$ cat config.mk
export PLATFORM = sky130hd
export DESIGN_NAME = gsds_seq
export DESIGN_NICKNAME = d
export VERILOG_FILES = /design/src/grid_second_derivative_stencil_defines.svh /design/src/gsds_pkg.sv /design/src/gsds_seq.sv
export SDC_FILE = /design/constraint.sdc
export NUM_CORES = 1
export LEC_CHECK = 0
export ABC_AREA = 1
export BUFFER_PORTS_ARGS = -buffer_cell sky130_fd_sc_hd__buf_2
export CORE_UTILIZATION = 40
export CTS_BUF_LIST = sky130_fd_sc_hd__clkbuf_8
export CTS_CLUSTER_DIAMETER = 50
export DETAILED_ROUTE_END_ITERATION = 8
export GPL_TIMING_DRIVEN = 0
export PLACE_DENSITY = 0.67
export SLEW_MARGIN = 20
export SYNTH_ARGS = -nofsm -noshare
export SYNTH_HDL_FRONTEND = slang
export SYNTH_SLANG_ARGS = --single-unit
$ cat constraint.sdc
create_clock -name clk -period 2 [get_ports clk]
set_input_delay 0.1 -clock clk [delete_from_list [all_inputs] [get_ports clk]]
set_output_delay 0.1 -clock clk [all_outputs]
set_load 0.02 [all_outputs]
$ cat src/grid_second_derivative_stencil_defines.svh
// Assertion helpers used by the stencil top module.
`ifndef GRID_SECOND_DERIVATIVE_STENCIL_DEFINES_SVH
`define GRID_SECOND_DERIVATIVE_STENCIL_DEFINES_SVH

// Same-cycle implication, disabled while reset is asserted.
`define GSDS_ASSERT_NOW(label, ante, cons, msg) \
    label: assert property (@(posedge clk) disable iff (!rst_n) (ante) |-> (cons)) \
        else $error(msg);

// Next-cycle implication, disabled while reset is asserted.
`define GSDS_ASSERT_NEXT(label, ante, cons, msg) \
    label: assert property (@(posedge clk) disable iff (!rst_n) (ante) |=> (cons)) \
        else $error(msg);

`endif

$ cat src/gsds_pkg.sv
`timescale 1ns / 1ps
`default_nettype none

package gsds_pkg;

    // Default sizes
    localparam int MAX_COLS_DEF    = 256;
    localparam int MAX_ROWS_DEF    = 256;
    localparam int SAMPLE_BITS_DEF = 16;

    // Configuration register indexes
    localparam int CFG_IDX_W = 3;
    localparam logic [CFG_IDX_W-1:0] CFG_GRID_WIDTH     = 3'd0;
    localparam logic [CFG_IDX_W-1:0] CFG_GRID_DEPTH     = 3'd1;
    localparam logic [CFG_IDX_W-1:0] CFG_INV_DX_SQ      = 3'd2;
    localparam logic [CFG_IDX_W-1:0] CFG_INV_DZ_SQ      = 3'd3;
    localparam logic [CFG_IDX_W-1:0] CFG_INV_FOUR_DX_DZ = 3'd4;

    // Configuration reset values
    localparam logic [8:0]  GRID_WIDTH_RST     = 9'd256;
    localparam logic [8:0]  GRID_DEPTH_RST     = 9'd256;
    localparam logic [31:0] INV_DX_SQ_RST      = 32'd65536;
    localparam logic [31:0] INV_DZ_SQ_RST      = 32'd65536;
    localparam logic [31:0] INV_FOUR_DX_DZ_RST = 32'd16384;

    // Input function codes
    localparam logic FUNC_WRITE = 1'b0;
    localparam logic FUNC_READ  = 1'b1;

    // Microcode fields
    typedef enum logic [1:0] {OFF_ZERO, OFF_PLUS, OFF_MINUS} off_t;
    typedef enum logic [1:0] {COEF_NONE, COEF_PLUS1, COEF_MINUS1, COEF_MINUS2} coef_t;
    typedef enum logic [1:0] {MUL_NONE, MUL_XX, MUL_XZ, MUL_ZZ} mul_t;
    typedef enum logic {COND_NONE, COND_SKIP} cond_t;

    localparam int STEP_W = 4;

    typedef struct packed {
        logic              rd;       // issue a grid read
        off_t              col_off;  // column offset from the center
        off_t              row_off;  // row offset from the center
        coef_t             xx;       // weight of this sample in d2/dx2
        coef_t             xz;       // weight in d2/dxdz
        coef_t             zz;       // weight in d2/dz2
        mul_t              mul;      // sum to scale this step
        cond_t             cond;     // jump condition
        logic [STEP_W-1:0] target;   // jump target
        logic              done;     // hand the result to the output
        logic              zero;     // result is all zero
    } ctrl_word_t;

    localparam ctrl_word_t CW_NOP = '{
        rd: 1'b0, col_off: OFF_ZERO, row_off: OFF_ZERO,
        xx: COEF_NONE, xz: COEF_NONE, zz: COEF_NONE,
        mul: MUL_NONE, cond: COND_NONE, target: '0, done: 1'b0, zero: 1'b0
    };

    localparam logic [STEP_W-1:0] STEP_ZERO = 4'd15;

    // Control program
    function automatic ctrl_word_t ucode_rom(input logic [STEP_W-1:0] step);
        ctrl_word_t w;
        w = CW_NOP;
        case (step)
            4'd0:
            begin
                w.cond   = COND_SKIP;
                w.target = STEP_ZERO;
            end
            4'd1:
            begin
                w.rd = 1'b1; w.xx = COEF_MINUS2; w.zz = COEF_MINUS2;
            end
            4'd2:
            begin
                w.rd = 1'b1; w.col_off = OFF_MINUS; w.xx = COEF_PLUS1;
            end
            4'd3:
            begin
                w.rd = 1'b1; w.col_off = OFF_PLUS; w.xx = COEF_PLUS1;
            end
            4'd4:
            begin
                w.rd = 1'b1; w.row_off = OFF_MINUS; w.zz = COEF_PLUS1;
            end
            4'd5:
            begin
                w.rd = 1'b1; w.row_off = OFF_PLUS; w.zz = COEF_PLUS1;
            end
            4'd6:
            begin
                w.rd = 1'b1; w.col_off = OFF_MINUS; w.row_off = OFF_MINUS;
                w.xz = COEF_PLUS1;
            end
            4'd7:
            begin
                w.rd = 1'b1; w.col_off = OFF_PLUS; w.row_off = OFF_PLUS;
                w.xz = COEF_PLUS1;
            end
            4'd8:
            begin
                w.rd = 1'b1; w.col_off = OFF_MINUS; w.row_off = OFF_PLUS;
                w.xz = COEF_MINUS1;
            end
            4'd9:
            begin
                w.rd = 1'b1; w.col_off = OFF_PLUS; w.row_off = OFF_MINUS;
                w.xz = COEF_MINUS1;
            end
            4'd10:   w.mul = MUL_XX;
            4'd11:   w.mul = MUL_XZ;
            4'd12:   w.mul = MUL_ZZ;
            4'd13:   w = CW_NOP;      // last product saturates here
            4'd14:   w.done = 1'b1;
            4'd15:
            begin
                w.done = 1'b1; w.zero = 1'b1;
            end
            default: w = CW_NOP;
        endcase
        return w;
    endfunction

endpackage

`default_nettype wire

$ cat src/gsds_seq.sv
`timescale 1ns / 1ps
`default_nettype none

// Step counter over the control program.
module gsds_seq
(
    input  wire                         clk,
    input  wire                         rst_n,
    input  wire                         start,   // item accepted
    input  wire                         skip,    // write or corner: no stencil
    input  wire                         hold,    // output slot still full
    output logic                        busy,
    output gsds_pkg::ctrl_word_t        ctrl
);

    logic                        busy_reg, busy_next;
    logic [gsds_pkg::STEP_W-1:0] step_reg, step_next;
    gsds_pkg::ctrl_word_t        word;

    assign word = gsds_pkg::ucode_rom(step_reg);
    assign busy = busy_reg;
    assign ctrl = busy_reg ? word : gsds_pkg::CW_NOP;

    // Next step
    always_comb
    begin
        busy_next = busy_reg;
        step_next = step_reg;
        if (start)
        begin
            busy_next = 1'b1;
            step_next = '0;
        end
        else if (busy_reg)
        begin
            if (word.done)
            begin
                if (!hold)
                begin
                    busy_next = 1'b0;
                end
            end
            else if (word.cond == gsds_pkg::COND_SKIP && skip)
            begin
                step_next = word.target;
            end
            else
            begin
                step_next = step_reg + 1'b1;
            end
        end
    end

    always_ff @(posedge clk or negedge rst_n)
    begin
        if (!rst_n)
        begin
            busy_reg <= 1'b0;
            step_reg <= '0;
        end
        else
        begin
            busy_reg <= busy_next;
            step_reg <= step_next;
        end
    end

endmodule

`default_nettype wire

Word-level counts from Yosys, hierarchy flattened
Index checks and enable logic that the tools add are counted.
Widths: inputs -> output; s select.

word-level totals
  flip-flop bits (word level) = 5
  output and inout bits = 21
  word-level logic and storage cells = 51

operators by class
  add/subtract/negate cells = 1
  eq/ne operators = 15
  muxes and demuxes = 19
  reductions and logical operators = 14

operators by type and width
  cell                 number
  $eq 4x4->1 const B   7
  $mux 20              1
  $pmux 2 s2           5
  $eq 4x3->1 const B   4
  $mux 4               4
  $reduce_or 3->1      4
  $reduce_or 2->1      5
  $reduce_or 9->1      1
  $eq 4x2->1 const B   2
  $mux 1               7
  $pmux 2 s3           1
  $mux 5               1
  $add 4x1->4 const B  1
  $eq 4x1->1 const B   1
  $logic_not 4->1      1
  $ne 2x2->1 const B   1
  $reduce_and 2->1     1
  $reduce_bool 2->1    1
  $logic_and 1x1->1    1

Depth between registers and ports, before layout
  depth in word-level cells = 7
  depth in mapped cells = 8
  mapped depth without buffers = 8

Worst setup path before layout
OpenSTA, ideal clock, no wires.

  path type = reg2out
  start point = register busy_reg, in the netlist busy
  end point = output ctrl[3] (netlist bit)
  arrival time = 1513 ps
  slack = 387 ps
  stages on the path, launching flop included = 5
  path through = dfrtp_1 > buf_4 > clkinv_1 > nor2_1 > buf_4

RTL lines
  item                      line            RTL
  start: declaration        gsds_seq.sv:16  logic busy_reg, busy_next;
  start signal: assignment  gsds_seq.sv:63  busy_reg <= busy_next;
  end: declaration          gsds_seq.sv:13  output gsds_pkg::ctrl_word_t ctrl

==> results.md <==
* Run status: completed
* I/O Pins at 26
* Area of the core at 0.00137 mm²
* Area leader, netlist: nand2_1
* Antenna violations before repair at 0
* Yosys Warn Count at 0
* Number of flops mapped to enable cells by yosys at 0
* TritonCTS Sinks at 5
* Crit Reg-Reg Startpoint: step_reg[0]$_DFFE_PN0P_
* Combinational power share at 62.5%
* Synth top area share at 20.7%
* Most frequent cell after synthesis: nand2_1
* Register area share after synthesis at 20.3%
* Clk buf depth at 2
* Final setup vio count at 0
* Post-synthesis xor/xnor area fraction at 0%
* TritonCTS clock tree: yes
* HPWL after DPL at 1100 µm
* Hold path depth at 3
* Post_cts resized at 0
* Port-buffer cells at 25
* RePlAce Congestion at 0.791
* Max Cap Viol at 0
* Crit Path Class: register to primary output
* Post-Syn Area at 617 µm²
* Final period util at 92.6%
* Adder-cell share of the synthesized area at 10.1%
* Clk pin slew, worst setup/hold paths at 0.04 ns
* Mapped Nets at 110
* Post-synthesis compound-gate area fraction at 10.8%
* CP endpoint kind: primary output
* Crit path launch type: register
* First-pass GRT wire length at 2130 µm
* Synth top cells by count: 34 x nand2_1, 12 x inv_1, 11 x nand3_1, 6 x buf_4
* Top post-synthesis cells by area: nand2_1 21%, dfrtp_1 20%, ha_1 10%, nand3_1 8.9%, buf_4 7.3%
* Syn-to-layout area delta at 32.3%
* DRC errors left at 0
* Initial DRC Count at 13
* Tmin final at 1.85 ns
* Die W at 41.3 µm
* Starting density of the core at 45.1%
* CTS buffer count at 3
* RSZ-0062 raised after global routing: no
* Worst-Margin Slew at 0.281 ns
* Gate count of the mapped netlist at 100
* Post-Synth Simple-Gate Area at 40.6%
* Final hold vios at 0
* Worst hold path class: primary input to register
* Routed length per instance at 9.97 µm
* #FFs+latches synth at 5
* First drt pass iteration count at 4
* Seq pwr share at 16.8%
* Crit path max-delay family: flip-flops
* Slowest cell on crit path: dfrtp_1
* Final Max Slew Viols at 0
* Pin count of the biggest net entering global routing at 11
* Max incr delay on CP at 0.49 ns
* Antenna diodes at 0
* Max reg flops at 4
* Total global routing overflow at 0
* Critical Path RT at 1.90 ns
* Post-synth top flop: dfrtp_1
* Die Y at 41.3 µm
* Sw Ratio at 48.3%
* Htree depth at 1
* Post-route ant nets at 0
* Global Route Usage Sum at 19.0%
* Unique masters post-synth at 20
* Fmax at 540 MHz
* Final Cell Area at 816 µm²
* Critical path launch point: step_reg[0]$_DFFE_PN0P_
* FF-to-FF path depth at 7
* Crit path buf inv count at 2
* NumNets Final at 141
* Setup TNS at 0 ns
* Largest family of logic cells by synthesized area: simple AND/OR/NAND/NOR gates
* VDD IR-drop max at 0.000667 V
* Detailed Route WL at 1450 µm
* Share of cells above drive strength 1 at 33.1%
* Multiplexer share of the synthesized area at 0%
* Worst Hold Launch: hold
* Avg Inst Size Synth at 6.17 µm²
* CTS Root Cell: clkbuf_8
* Worst-Skew Late Latency at 0.23 ns
* Cells along the critical path: inv_1 -> ha_1 -> o21ai_0 -> nand3_1 -> nand2_1 -> nand2_1 -> buf_2
* Vias in the first global route at 515
* Asr flop ratio synth at 100%
* Worst path most repeated cell: nand2_1
* Row count at 13
* Placed cell area at 761 µm²
* Die area at 0.00170 mm²
* Via count at 679
* Power Total at 0.000887 W
* Crit path DAT at 1.75 ns
* P_int at 0.000458 W
* Lkg Pwr at 0.540 nW
* Clock share of power at 20.8%
* PwrDens at 1090 mW/mm²
* Fill count at 150
* Psw at 0.000429 W
* Crit path max fanout at 8
* CP Depth at 7
* Post-route clock skew at 0.00431 ns
* Fin util at 59.7%
* DR vias/cell at 4.68
* Relative slew slack at 81.2%
-- timing repair --
action | in CTS | in global routing
hold buffers | 1 | 0
endpoints found under the hold margin | 5 | 0
buffers inserted | 0 | 0
-- path summary, 6_finish.rpt --
| path | to | slack, ns |
|---|---|---|
| min in group asynchronous | busy$_DFF_PN0_ | 0.22 |
| min | busy$_DFF_PN0_ | 0.09 |
| min reg2reg | step_reg[2]$_DFFE_PN0P_ | 0.63 |
| max reg2reg | step_reg[0]$_DFFE_PN0P_ | 0.47 |
| max | ctrl[19] | 0.15 |
| max in group asynchronous | step_reg[0]$_DFFE_PN0P_ | 1.64 |
-- layout make-up --
type | instances | area [µm²] | area share [%]
multi-input combinational | 73 | 379 | 46.5
clock inverter | 1 | 3.75 | 0.460
tap | 15 | 18.8 | 2.30
inverter | 15 | 56.3 | 6.90
timing repair buffer | 26 | 135 | 16.6
buffer | 7 | 56.3 | 6.90
clock buffer | 3 | 41.3 | 5.06
sequential | 5 | 125 | 15.3
-- layer usage --
layer	share of wire [%]	wire [µm]	vias to the layer above	track usage, %
li1	-	-	367	-
met5	0	0	-	0
met2	44	642	17	28.1
met1	51	731	295	27.2
met4	0	0	0	0
met3	4.9	71	0	8.15
-- cell families (layout without fill, tap and decap cells) --
| logic type | count (synthesis) | after routing |
|---|---|---|
| and+or+nand+nor | 56 | 56 |
| buffers and inverters | 22 | 52 |
| AOI/OAI and AO/OA | 12 | 12 |
| adders and majority gates | 5 | 5 |
| DFF | 5 | 5 |
-- power by group through the flow --
stage	logic, W	clock network, W	registers [W]
floorplan	0.000412	0	0.000142
global placement	0.000548	0	0.000148
detailed placement	0.000555	0	0.000149
CTS	0.000558	0.000187	0.000148
global route	0.000617	0.000197	0.000152
finish	0.000554	0.000184	0.000149
-- through the flow --
stage	cells	worst slack (ns)	hold slack [ns]
2_1_floorplan	100	0.387	-0.196
3_3_place_gp	140	0.428	-0.0830
3_5_place_dp	140	0.418	-0.0838
4_1_cts	145	0.176	0.0881
5_1_grt	145	0.0523	0.102
6_report	145	0.148	0.0894
-- worst reg2reg max path, delay by kind of cell, from the launching register on --
family	cells	cell delay, ns
AO/OA/AOI/OAI	1	0.22
adder cells (fa/ha/maj)	1	0.30
buffers and inverters	1	0.11
flip-flops	1	0.49
AND/OR/NAND/NOR	4	0.35
-- placed cells by master (no fill, tap or decap) --
| master | Yosys | final |
|---|---|---|
| ha_1 | 5 | 5 |
| nor3_1 | 1 | 1 |
| nor2_4 | 1 | 1 |
| nand3_1 | 11 | 11 |
| nand2_1 | 34 | 34 |
| clkbuf_8 | 0 | 3 |
| o21ai_1 | 1 | 1 |
| buf_4 | 6 | 6 |
| buf_6 | 1 | 1 |
| dfrtp_1 | 5 | 5 |
| buf_2 | 0 | 25 |
| nand2_4 | 1 | 1 |
| dlygate4sd3_1 | 0 | 1 |
| o21ai_0 | 4 | 4 |
| a21oi_1 | 5 | 5 |
| nor2_2 | 3 | 3 |
| nand4_1 | 1 | 1 |
| inv_2 | 2 | 2 |
| o21ai_2 | 1 | 1 |
| clkinv_1 | 1 | 1 |
| a21o_1 | 1 | 1 |
| nor2_1 | 4 | 4 |
| inv_1 | 12 | 13 |
Note: power is estimated with default switching activity, not from simulation.
